[src/rtl/rsa_me_pkg.sv]
`timescale 1ns / 1ps
// ----------------------------------------------------------------------------
// rsa_me_pkg
// Shared types and constants of the modular exponentiation block: microcode
// control word, step addresses and configuration register indexes.
// ----------------------------------------------------------------------------
package rsa_me_pkg;

    localparam int EXP_WIDTH       = 32;
    localparam int EXP_CNT_WIDTH   = 5;
    localparam int CFG_INDEX_WIDTH = 8;
    localparam int CFG_DATA_WIDTH  = 32;
    localparam int BYTE_WIDTH      = 8;
    localparam int CIPHER_WIDTH    = 32;
    localparam int PC_WIDTH        = 3;

    typedef logic [PC_WIDTH-1:0]        pc_t;
    typedef logic [CFG_INDEX_WIDTH-1:0] cfg_index_t;

    localparam cfg_index_t REG_MODULUS      = 8'd0;
    localparam cfg_index_t REG_KEY_EXPONENT = 8'd1;

    localparam pc_t S_WAIT = 3'd0;
    localparam pc_t S_CHKM = 3'd1;
    localparam pc_t S_BASE = 3'd2;
    localparam pc_t S_SQR  = 3'd3;
    localparam pc_t S_TEST = 3'd4;
    localparam pc_t S_MULB = 3'd5;
    localparam pc_t S_DEC  = 3'd6;
    localparam pc_t S_OUT  = 3'd7;

    typedef enum logic [2:0] {
        ACT_NONE = 3'd0,
        ACT_LOAD = 3'd1,
        ACT_MUL  = 3'd2,
        ACT_DEC  = 3'd3,
        ACT_OUT  = 3'd4
    } act_t;

    typedef enum logic [1:0] {
        MSEL_BASE = 2'd0,
        MSEL_SQR  = 2'd1,
        MSEL_MULB = 2'd2
    } msel_t;

    typedef enum logic [2:0] {
        C_NO_IN    = 3'd0,
        C_MZERO    = 3'd1,
        C_MUL_WAIT = 3'd2,
        C_EBIT0    = 3'd3,
        C_CNT_NZ   = 3'd4,
        C_OUT_BUSY = 3'd5
    } cond_t;

    typedef struct packed {
        act_t  act;
        msel_t msel;
        cond_t cond;
        pc_t   target;
    } ctrl_t;

endpackage

[src/rtl/rsa_me_ucode_rom.sv]
`timescale 1ns / 1ps
// ----------------------------------------------------------------------------
// rsa_me_ucode_rom
// Microcode table: one control word per step of the square-and-multiply
// program, jump taken to target when the step condition holds.
// ----------------------------------------------------------------------------
module rsa_me_ucode_rom
    import rsa_me_pkg::*;
(
    input  pc_t   pc,
    output ctrl_t ctrl
);

    always_comb
    begin
        unique case (pc)
            S_WAIT:  ctrl = '{act: ACT_LOAD, msel: MSEL_BASE, cond: C_NO_IN,    target: S_WAIT};
            S_CHKM:  ctrl = '{act: ACT_NONE, msel: MSEL_BASE, cond: C_MZERO,    target: S_OUT};
            S_BASE:  ctrl = '{act: ACT_MUL,  msel: MSEL_BASE, cond: C_MUL_WAIT, target: S_BASE};
            S_SQR:   ctrl = '{act: ACT_MUL,  msel: MSEL_SQR,  cond: C_MUL_WAIT, target: S_SQR};
            S_TEST:  ctrl = '{act: ACT_NONE, msel: MSEL_SQR,  cond: C_EBIT0,    target: S_DEC};
            S_MULB:  ctrl = '{act: ACT_MUL,  msel: MSEL_MULB, cond: C_MUL_WAIT, target: S_MULB};
            S_DEC:   ctrl = '{act: ACT_DEC,  msel: MSEL_SQR,  cond: C_CNT_NZ,   target: S_SQR};
            S_OUT:   ctrl = '{act: ACT_OUT,  msel: MSEL_SQR,  cond: C_OUT_BUSY, target: S_OUT};
            default: ctrl = '{act: ACT_NONE, msel: MSEL_BASE, cond: C_NO_IN,    target: S_WAIT};
        endcase
    end

endmodule

[src/rtl/rsa_me_mulmod.sv]
`timescale 1ns / 1ps
// ----------------------------------------------------------------------------
// rsa_me_mulmod
// Bit-serial modular multiplier: (a * b) mod m by shift-and-add from the top
// bit of b, one bit per cycle, for a and b below m.
// ----------------------------------------------------------------------------
module rsa_me_mulmod
    import rsa_me_pkg::*;
#(
    parameter int W = 32
)
(
    input  logic         clk,
    input  logic         rst_n,
    input  logic         start,
    input  logic [W-1:0] a,
    input  logic [W-1:0] b,
    input  logic [W-1:0] m,
    output logic         busy,
    output logic         done,
    output logic [W-1:0] result
);

    localparam int CW = $clog2(W);

    logic [W-1:0]  a_reg;
    logic [W-1:0]  b_reg;
    logic [W-1:0]  m_reg;
    logic [W-1:0]  r_reg;
    logic [W-1:0]  r_next;
    logic [CW-1:0] cnt_reg;
    logic          busy_reg;
    logic          done_reg;

    logic [W:0]    dbl;
    logic [W:0]    dbl_red;
    logic [W:0]    sum;
    logic [W:0]    sum_red;

    always_comb
    begin
        dbl     = {1'b0, r_reg} + {1'b0, r_reg};
        dbl_red = (dbl >= {1'b0, m_reg}) ? (dbl - {1'b0, m_reg}) : dbl;
        sum     = {1'b0, dbl_red[W-1:0]} + {1'b0, a_reg};
        sum_red = (sum >= {1'b0, m_reg}) ? (sum - {1'b0, m_reg}) : sum;
        r_next  = b_reg[W-1] ? sum_red[W-1:0] : dbl_red[W-1:0];
    end

    always_ff @(posedge clk or negedge rst_n)
    begin
        if (!rst_n)
        begin
            busy_reg <= 1'b0;
            done_reg <= 1'b0;
            cnt_reg  <= '0;
        end
        else
        begin
            done_reg <= 1'b0;
            if (start)
            begin
                busy_reg <= 1'b1;
                cnt_reg  <= CW'(W - 1);
            end
            else if (busy_reg)
            begin
                if (cnt_reg == '0)
                begin
                    busy_reg <= 1'b0;
                    done_reg <= 1'b1;
                end
                else
                begin
                    cnt_reg <= cnt_reg - CW'(1);
                end
            end
        end
    end

    always_ff @(posedge clk)
    begin
        if (start)
        begin
            a_reg <= a;
            b_reg <= b;
            m_reg <= m;
            r_reg <= '0;
        end
        else if (busy_reg)
        begin
            r_reg <= r_next;
            b_reg <= {b_reg[W-2:0], 1'b0};
        end
    end

    assign busy   = busy_reg;
    assign done   = done_reg;
    assign result = r_reg;

    // no new request while a product is still in flight
    a_start_idle: assert property (@(posedge clk) disable iff (!rst_n)
        start |-> (!busy_reg && !done_reg))
        else $error("mulmod started while busy");

    // a finished product is reduced below a nonzero modulus
    a_result_reduced: assert property (@(posedge clk) disable iff (!rst_n)
        (done_reg && (m_reg != '0)) |-> (r_reg < m_reg))
        else $error("mulmod result not reduced");

    // the done pulse follows the last iteration
    a_done_after_busy: assert property (@(posedge clk) disable iff (!rst_n)
        done_reg |-> $past(busy_reg))
        else $error("mulmod done without work");

endmodule

[src/rtl/rsa_modular_exponentiation.sv]
`timescale 1ns / 1ps
// ----------------------------------------------------------------------------
// rsa_modular_exponentiation
// Textbook RSA on one byte per request: message_byte ^ key_exponent mod
// modulus, square-and-multiply over the 32 exponent bits, microcoded control.
// ----------------------------------------------------------------------------
// latency per request is set by the bit-serial modular multiplier and grows with
// MOD_WIDTH and with the number of set bits in key_exponent
// a zero modulus skips the multiplies and answers 0
// one request at a time; in_stall holds new bytes until the sequencer is back in its wait step
// reset: modulus and key_exponent are 1, no result pending, sequencer waits
// ----------------------------------------------------------------------------
module rsa_modular_exponentiation
    import rsa_me_pkg::*;
#(
    parameter int MOD_WIDTH = 32
)
(
    input  logic                       clk,
    input  logic                       rst_n,
    input  logic                       in_valid,
    output logic                       in_stall,
    input  logic [BYTE_WIDTH-1:0]      message_byte,
    output logic                       out_valid,
    input  logic                       out_stall,
    output logic [CIPHER_WIDTH-1:0]    cipher_word,
    input  logic                       cfg_valid,
    output logic                       cfg_ready,
    input  logic [CFG_INDEX_WIDTH-1:0] cfg_index,
    input  logic [CFG_DATA_WIDTH-1:0]  cfg_data
);

    localparam int W = MOD_WIDTH;

    logic [CFG_DATA_WIDTH-1:0] modulus_reg;
    logic [EXP_WIDTH-1:0]      exponent_reg;
    pc_t                       pc_reg;
    pc_t                       pc_next;
    logic [EXP_CNT_WIDTH-1:0]  ecnt_reg;
    logic [W-1:0]              acc_reg;
    logic [W-1:0]              base_reg;
    logic [W-1:0]              byte_reg;
    logic                      mul_active_reg;
    logic                      out_valid_reg;
    logic [CIPHER_WIDTH-1:0]   cipher_reg;

    ctrl_t        ctrl;
    logic [63:0]  mod_ext;
    logic [W-1:0] mod_w;
    logic [63:0]  acc_ext;
    logic         in_accept;
    logic         out_free;
    logic         jump;
    logic         mul_start;
    logic         mul_busy;
    logic         mul_done;
    logic [W-1:0] mul_b;
    logic [W-1:0] mul_result;

    assign mod_ext   = 64'(modulus_reg);
    assign mod_w     = mod_ext[W-1:0];
    assign acc_ext   = 64'(acc_reg);
    assign in_stall  = (pc_reg != S_WAIT);
    assign in_accept = in_valid && !in_stall;
    assign out_free  = !out_valid_reg || !out_stall;
    assign cfg_ready = 1'b1;
    assign out_valid = out_valid_reg;
    assign cipher_word = cipher_reg;

    // config writes
    always_ff @(posedge clk or negedge rst_n)
    begin
        if (!rst_n)
        begin
            modulus_reg  <= CFG_DATA_WIDTH'(1);
            exponent_reg <= EXP_WIDTH'(1);
        end
        else if (cfg_valid && cfg_ready)
        begin
            case (cfg_index)
                REG_MODULUS:      modulus_reg  <= cfg_data;
                REG_KEY_EXPONENT: exponent_reg <= EXP_WIDTH'(cfg_data);
                default:          ;
            endcase
        end
    end

    rsa_me_ucode_rom u_rom
    (
        .pc   (pc_reg),
        .ctrl (ctrl)
    );

    always_comb
    begin
        unique case (ctrl.cond)
            C_NO_IN:    jump = !in_accept;
            C_MZERO:    jump = (mod_w == '0);
            C_MUL_WAIT: jump = !mul_done;
            C_EBIT0:    jump = !exponent_reg[ecnt_reg];
            C_CNT_NZ:   jump = (ecnt_reg != '0);
            C_OUT_BUSY: jump = !out_free;
            default:    jump = 1'b0;
        endcase
        pc_next = jump ? ctrl.target : pc_t'(pc_reg + pc_t'(1));
    end

    assign mul_start = (ctrl.act == ACT_MUL) && !mul_active_reg;

    always_comb
    begin
        case (ctrl.msel)
            MSEL_BASE: mul_b = byte_reg;
            MSEL_SQR:  mul_b = acc_reg;
            MSEL_MULB: mul_b = base_reg;
            default:   mul_b = acc_reg;
        endcase
    end

    rsa_me_mulmod #(.W(W)) u_mulmod
    (
        .clk    (clk),
        .rst_n  (rst_n),
        .start  (mul_start),
        .a      (acc_reg),
        .b      (mul_b),
        .m      (mod_w),
        .busy   (mul_busy),
        .done   (mul_done),
        .result (mul_result)
    );

    // sequencer and control state
    always_ff @(posedge clk or negedge rst_n)
    begin
        if (!rst_n)
        begin
            pc_reg         <= S_WAIT;
            ecnt_reg       <= '0;
            mul_active_reg <= 1'b0;
            out_valid_reg  <= 1'b0;
        end
        else
        begin
            pc_reg <= pc_next;
            if (mul_start)
            begin
                mul_active_reg <= 1'b1;
            end
            else if (mul_done)
            begin
                mul_active_reg <= 1'b0;
            end
            if ((ctrl.act == ACT_LOAD) && in_accept)
            begin
                ecnt_reg <= EXP_CNT_WIDTH'(EXP_WIDTH - 1);
            end
            else if ((ctrl.act == ACT_DEC) && (ecnt_reg != '0))
            begin
                ecnt_reg <= ecnt_reg - EXP_CNT_WIDTH'(1);
            end
            if ((ctrl.act == ACT_OUT) && out_free)
            begin
                out_valid_reg <= 1'b1;
            end
            else if (out_valid_reg && !out_stall)
            begin
                out_valid_reg <= 1'b0;
            end
        end
    end

    // datapath
    always_ff @(posedge clk)
    begin
        if ((ctrl.act == ACT_LOAD) && in_accept)
        begin
            byte_reg <= W'(message_byte);
            acc_reg  <= W'(mod_w > W'(1));
        end
        if ((ctrl.act == ACT_MUL) && mul_done)
        begin
            if (ctrl.msel == MSEL_BASE)
            begin
                base_reg <= mul_result;
            end
            else
            begin
                acc_reg <= mul_result;
            end
        end
        if ((ctrl.act == ACT_OUT) && out_free)
        begin
            cipher_reg <= acc_ext[CIPHER_WIDTH-1:0];
        end
    end

    // a multiply step never advances before its product is back
    a_mul_step_holds: assert property (@(posedge clk) disable iff (!rst_n)
        ((ctrl.act == ACT_MUL) && !mul_done) |=> (pc_reg == $past(pc_reg)))
        else $error("multiply step left early");

    // the multiplier is only busy inside a multiply step
    a_mul_in_step: assert property (@(posedge clk) disable iff (!rst_n)
        mul_busy |-> ((ctrl.act == ACT_MUL) && mul_active_reg))
        else $error("multiplier busy outside a multiply step");

    // a request restarts the exponent scan from the top bit
    a_scan_start: assert property (@(posedge clk) disable iff (!rst_n)
        in_accept |=> ((ecnt_reg == EXP_CNT_WIDTH'(EXP_WIDTH - 1)) && (pc_reg == S_CHKM)))
        else $error("exponent scan not restarted");

    // the output step leaves a result pending whenever the output slot is free
    a_out_loaded: assert property (@(posedge clk) disable iff (!rst_n)
        ((pc_reg == S_OUT) && out_free) |=> (out_valid_reg && (pc_reg == S_WAIT)))
        else $error("result not posted");

endmodule

[config.mk]
export PLATFORM = sky130hd
export DESIGN_NAME = rsa_modular_exponentiation
export DESIGN_NICKNAME = d
export VERILOG_FILES = /design/src/rtl/rsa_me_pkg.sv /design/src/rtl/rsa_me_ucode_rom.sv /design/src/rtl/rsa_me_mulmod.sv /design/src/rtl/rsa_modular_exponentiation.sv
export SDC_FILE = /design/constraint.sdc
export NUM_CORES = 1
export LEC_CHECK = 0
export BUFFER_PORTS_ARGS = -buffer_cell sky130_fd_sc_hd__buf_2
export CAP_MARGIN = 20
export CELL_PAD_IN_SITES_DETAIL_PLACEMENT = 1
export CELL_PAD_IN_SITES_GLOBAL_PLACEMENT = 2
export CORE_MARGIN = 2
export CORE_UTILIZATION = 44
export CTS_CLUSTER_SIZE = 8
export DETAILED_ROUTE_END_ITERATION = 12
export GPL_TIMING_DRIVEN = 0
export PLACE_DENSITY_LB_ADDON = 0.1
export SLEW_MARGIN = 20
export SYNTH_ARGS = -nofsm -noshare
export SYNTH_HDL_FRONTEND = slang
export SYNTH_SLANG_ARGS = --single-unit
[constraint.sdc]
create_clock -name clk -period 19.5 [get_ports clk]
set_clock_uncertainty 0.1 [all_clocks]
set_input_delay 0.975 -clock clk [delete_from_list [all_inputs] [get_ports clk]]
set_output_delay 0.975 -clock clk [all_outputs]
set_load 0.01 [all_outputs]
==> results of run 1 <==
stage by stage:
stage,util,worst slack (ns),hold WS (ns),cells
2_1_floorplan,-,11.85,0.3424,1678
3_3_place_gp,0.4705,9.246,0.3552,2289
3_5_place_dp,0.4730,9.133,0.3636,2292
4_1_cts,0.5077,9.121,0.2943,2378
5_1_grt,0.5078,8.656,0.3211,2378
6_report,0.5078,9.194,0.2932,2378
kinds of logic after synthesis:
| kind of cell | after synthesis | share of synthesized area |
|---|---|---|
| adders and majority gates | 112 | 0.08127 |
| AOI/OAI and AO/OA | 454 | 0.1692 |
| other | 1 | 0.0002140 |
| xor gates and xnor gates | 89 | 0.04449 |
| muxes | 116 | 0.08035 |
| buffers and inverters | 143 | 0.03235 |
| DFF | 313 | 0.4769 |
| and+or+nand+nor | 450 | 0.1152 |
routing by layer:
metal	GRT usage	vias up
met5	0	-
met4	0.08942	0
met3	0.03324	66
met2	0.4456	247
met1	0.3770	6827
li1	-	6502
worst max-delay path by stage:
| stage | startpoint | endpoint | slack (ns) | cells after the start |
|---|---|---|---|---|
| after floorplan | u_mulmod.m_reg[6]$_DFFE_PP_ | u_mulmod.result[11]$_SDFFE_PP0P_ | 11.85 | 35 |
| after global placement | u_mulmod.result[5]$_SDFFE_PP0P_ | u_mulmod.result[24]$_SDFFE_PP0P_ | 9.25 | 33 |
| after detailed placement | u_mulmod.result[5]$_SDFFE_PP0P_ | u_mulmod.result[18]$_SDFFE_PP0P_ | 9.13 | 33 |
| after CTS | u_mulmod.result[5]$_SDFFE_PP0P_ | u_mulmod.result[18]$_SDFFE_PP0P_ | 9.12 | 33 |
| after global routing | u_mulmod.result[5]$_SDFFE_PP0P_ | u_mulmod.result[18]$_SDFFE_PP0P_ | 8.66 | 35 |
| final | u_mulmod.result[5]$_SDFFE_PP0P_ | u_mulmod.result[18]$_SDFFE_PP0P_ | 9.19 | 33 |
layout make-up:
type	count	area [um^2]	area share
buffer	69	292.8	0.01458
tap	525	656.9	0.03271
timing repair buffer	89	508.0	0.02529
clock buffer	81	1303	0.06486
inverter	74	277.8	0.01383
multi-input combinational	1222	8618	0.4291
clock inverter	5	71.32	0.003551
sequential	313	8356	0.4160
layout by cell type (no fill, tap or decap), drive strengths merged, types with 64 or more instances in the layout:
cell type / Yosys / layout
edfxtp: 168 / 168
buf: 11 / 100
mux2: 87 / 87
clkbuf: 58 / 139
o21ai: 132 / 132
nand2: 179 / 179
inv: 73 / 75
dfxtp: 64 / 64
nor2: 133 / 133
dfrtp: 79 / 79
ha: 109 / 109
a21oi: 106 / 106
synth_stat cells, types with 28 or more instances:
| cell type | number | share of area |
|---|---|---|
| mux2_2 | 86 | 0.055 |
| o21ai_0 | 131 | 0.037 |
| edfxtp_1 | 168 | 0.29 |
| ha_1 | 109 | 0.078 |
| clkbuf_1 | 58 | 0.012 |
| xnor2_1 | 53 | 0.026 |
| nand2_1 | 179 | 0.038 |
| dfrtp_1 | 79 | 0.11 |
| xor2_1 | 36 | 0.018 |
| dfxtp_1 | 64 | 0.073 |
| a21oi_1 | 106 | 0.030 |
| inv_1 | 72 | 0.015 |
| a21o_1 | 33 | 0.014 |
| nor2_1 | 133 | 0.028 |
| a221oi_1 | 28 | 0.014 |
==> metrics.yaml, run 1 <==
gr-total-overflow: 0
final_area_um2: 20080
worstSetupEndpointType: "flop"
placement.io_buffers: 86
coreArea_um2: 39550
clk_pin_slew_ns: 0.06
arrival_ns: 10.66
r2r_cells: 33
async_reset_ff_frac: 0.2588
synthFlopType: "edfxtp_1"
slowest_delay_ns: 0.77
grt_first_pass_wirelength_um: 85340
first_pass_iters: 7
cts_tree: "yes"
min_period_ns: 10.31
cp_slowest_cell: "nor4_1"
synth_area_per_cell_um2: 10.44
top_layer_used: "met4"
slew_headroom: 0.3895
die_y_um: 203.5
viasPerCell: 5.737
grt_pass1_vias: 14300
yosysSeqAreaShare: 0.4769
start_kind: "flop"
critical-path-top-delay-family: "compound AO/OA/AOI/OAI gates"
syn_to_final_growth_pct: 14.63
dr_wl_met3_um: 1951
criticalPathCategory: "flop to flop"
cts_setup_buffers: 0
grt_max_degree: 46
rsz0062_at_grt: "no"
wl_per_cell_um: 23.38
cp_max_fo: 10
yosys_warnings: 0
layout-drive-gt1-share: 0.1441
hold_violations: 0
clkSinkCount: 313
start_util: 0.4430
synth_edf_count: 168
cp.required_ns: 19.85
crit_buf_inv: 6
met2WireLength_um: 25840
fin_crit_sh: 0.5285
worst_pin_slew_ns: 0.9074
ys_types: 81
htree_num_levels: 2
r2r_slack_ns: 9.19
antenna_found_initial: 1
grt_usage: 0.2725
cts_inserted_buffers: 46
syn_nets: 1843
final.setup.tns_ns: 0
slew_violations: 0
n_antenna_cell: 0
fin_nets: 1980
wl_um: 55590
status: "completed"
r2r-end: "u_mulmod.result[18]$_SDFFE_PP0P_"
synth_area_um2: 17520
root_buffer: "clkbuf_16"
num_vias: 13640
fmax_mhz: 97.03
r2r_start: "u_mulmod.result[5]$_SDFFE_PP0P_"
setup_viol: 0
die_area_um2: 41430
hold_buffers: 0
cts_resized: 0
rows: 73
ys_ff_latch: 313
synth_cells: 1678
hpwl_um: 43690
fp.dieW_um: 203.5
hold_class: "input pin to asynchronous set/reset pin"
antenna_left: 0
fillCellCount: 4396
gp_congestion: 0.9290
dpl-instance-area_um2: 18710
cts_buffer_depth: 3
ios: 88
insertion_delay_ns: 0.59
drc: 0
maxCapViolations: 0
wl_met1_um: 26250
drt-initial-drc-count: 708
Power of run 1 is left out: the tool's default activity adds up to more than one toggle a clock period on the data nets, which glitch-free logic cannot reach.
==> run 2, diff against run 1 <==
Settings changed: CORE_UTILIZATION 44 to 41.
Clock period 19.5 ns to 10.7 ns, I/O delays scaled along.
==> metrics.yaml, run 2 (synthesized netlist as in run 1, its figures left out) <==
cts_buffer_depth: 3
slew_violations: 0
cp_max_fo: 10
cts_tree: "yes"
arrival_ns: 10.30
viasPerCell: 5.599
root_buffer: "clkbuf_16"
layout-drive-gt1-share: 0.1442
first_pass_iters: 5
grt_pass1_vias: 13920
hold_violations: 0
antenna_found_initial: 1
maxCapViolations: 0
placement.io_buffers: 86
worst_pin_slew_ns: 0.9449
rows: 75
syn_to_final_growth_pct: 14.80
coreArea_um2: 42040
antenna_left: 0
most-common-layout-cells: "179 x nand2_1, 168 x edfxtp_1, 133 x nor2_1, 130 x o21ai_0, 109 x ha_1"
crit_top_cell: "ha_1"
worstSetupEndpointType: "flop"
fmax_mhz: 100.6
wl_um: 53870
gp_congestion: 0.9373
final.setup.tns_ns: 0
n_antenna_cell: 0
slew_headroom: 0.3659
grt_max_degree: 56
clk_pin_slew_ns: 0.05
insertion_delay_ns: 0.58
start_util: 0.4167
layout_commonest_cell: "nand2_1"
die_area_um2: 44400
status: "completed"
slowest_delay_ns: 0.63
drt-initial-drc-count: 621
hold_class: "input pin to flop"
cp_slowest_cell: "or4_1"
fp.dieW_um: 210.7
die_y_um: 210.7
min_period_ns: 9.941
cts_inserted_buffers: 46
r2r_slack_ns: 0.76
ios: 88
criticalPathCategory: "flop to flop"
htree_num_levels: 2
drc: 0
grt_first_pass_wirelength_um: 82960
start_kind: "flop"
fin_nets: 1982
fillCellCount: 4663
wl_per_cell_um: 22.53
clkSinkCount: 313
setup_viol: 0
cp.required_ns: 11.06
num_vias: 13390
grt_usage: 0.2475
fin_crit_sh: 0.9290
gr-total-overflow: 0
hpwl_um: 43030
rsz0062_at_grt: "no"
-- run 2: cell types whose count changed in the layout (fill, tap and decap cells not counted), sizes merged --
cell / change
inv: -1
dlygate4sd3: +1
clkinv: -1
bufinv: +1
clkbuf: -1
-- run 2: layout make-up --
type	count	area, um^2	area share
timing repair buffer	91	533.0	0.02650
buffer	69	294.0	0.01462
tap	539	674.4	0.03353
clock inverter	4	73.82	0.003671
clock buffer	79	1285	0.06389
multi-input combinational	1222	8618	0.4285
inverter	74	277.8	0.01381
sequential	313	8356	0.4155
-- run 2: layer usage --
layer	GRT usage	share of wire	vias up
li1	-	-	6505
met1	0.3471	0.48	6570
met2	0.3990	0.45	234
met3	0.03033	0.034	79
met4	0.08135	0.029	0
met5	0	0	-
-- run 2: path summary, 6_finish.rpt --
kind,start,endpoint,cells past startpoint
max in group asynchronous,rst_n,exponent_reg[0]$_DFFE_PN1P_,3
hold / removal,message_byte[1],byte_reg[1]$_DFFE_PP_,1
min in group asynchronous,rst_n,u_mulmod.cnt_reg[3]$_DFFE_PN0P_,2
setup / recovery,u_mulmod.m_reg[1]$_DFFE_PP_,u_mulmod.result[23]$_SDFFE_PP0P_,36
hold reg to reg,mod_w[24]$_DFFE_PN0P_,u_mulmod.m_reg[24]$_DFFE_PP_,0
setup reg to reg,u_mulmod.m_reg[1]$_DFFE_PP_,u_mulmod.result[23]$_SDFFE_PP0P_,36
-- run 2: per-stage QoR --
stage	instance area [um^2]	utilization	hold WS [ns]	cells	worst slack, ns
after floorplan	17520	-	0.1394	1678	3.045
after global placement	18620	0.4430	0.3553	2303	0.2959
after detailed placement	18740	0.4457	0.3606	2307	0.3309
after CTS	20110	0.4783	0.01169	2391	0.3020
after global routing	20110	0.4784	0.02431	2391	0.1892
final	20110	0.4784	0.04104	2391	0.7592
-- run 2: what timing repair did --
| action | in CTS | in global routing |
|---|---|---|
| endpoints found under the setup margin | 0 | 32 |
| buffers inserted | 0 | 0 |
| hold endpoints to repair | 25 | 0 |
| resized for setup | 0 | 2 |
| hold buffers | 1 | 0 |
-- run 2: critical path: cells and delay by family, from the launching register on --
family          cells  cell delay (ns)
compound gates     17             3.86
simple gates        9             2.60
buf+inv             5             1.32
fa+ha+maj           4             1.26
flops               1             0.35
mux                 1             0.33
Power of run 2 is left out for the same reason.
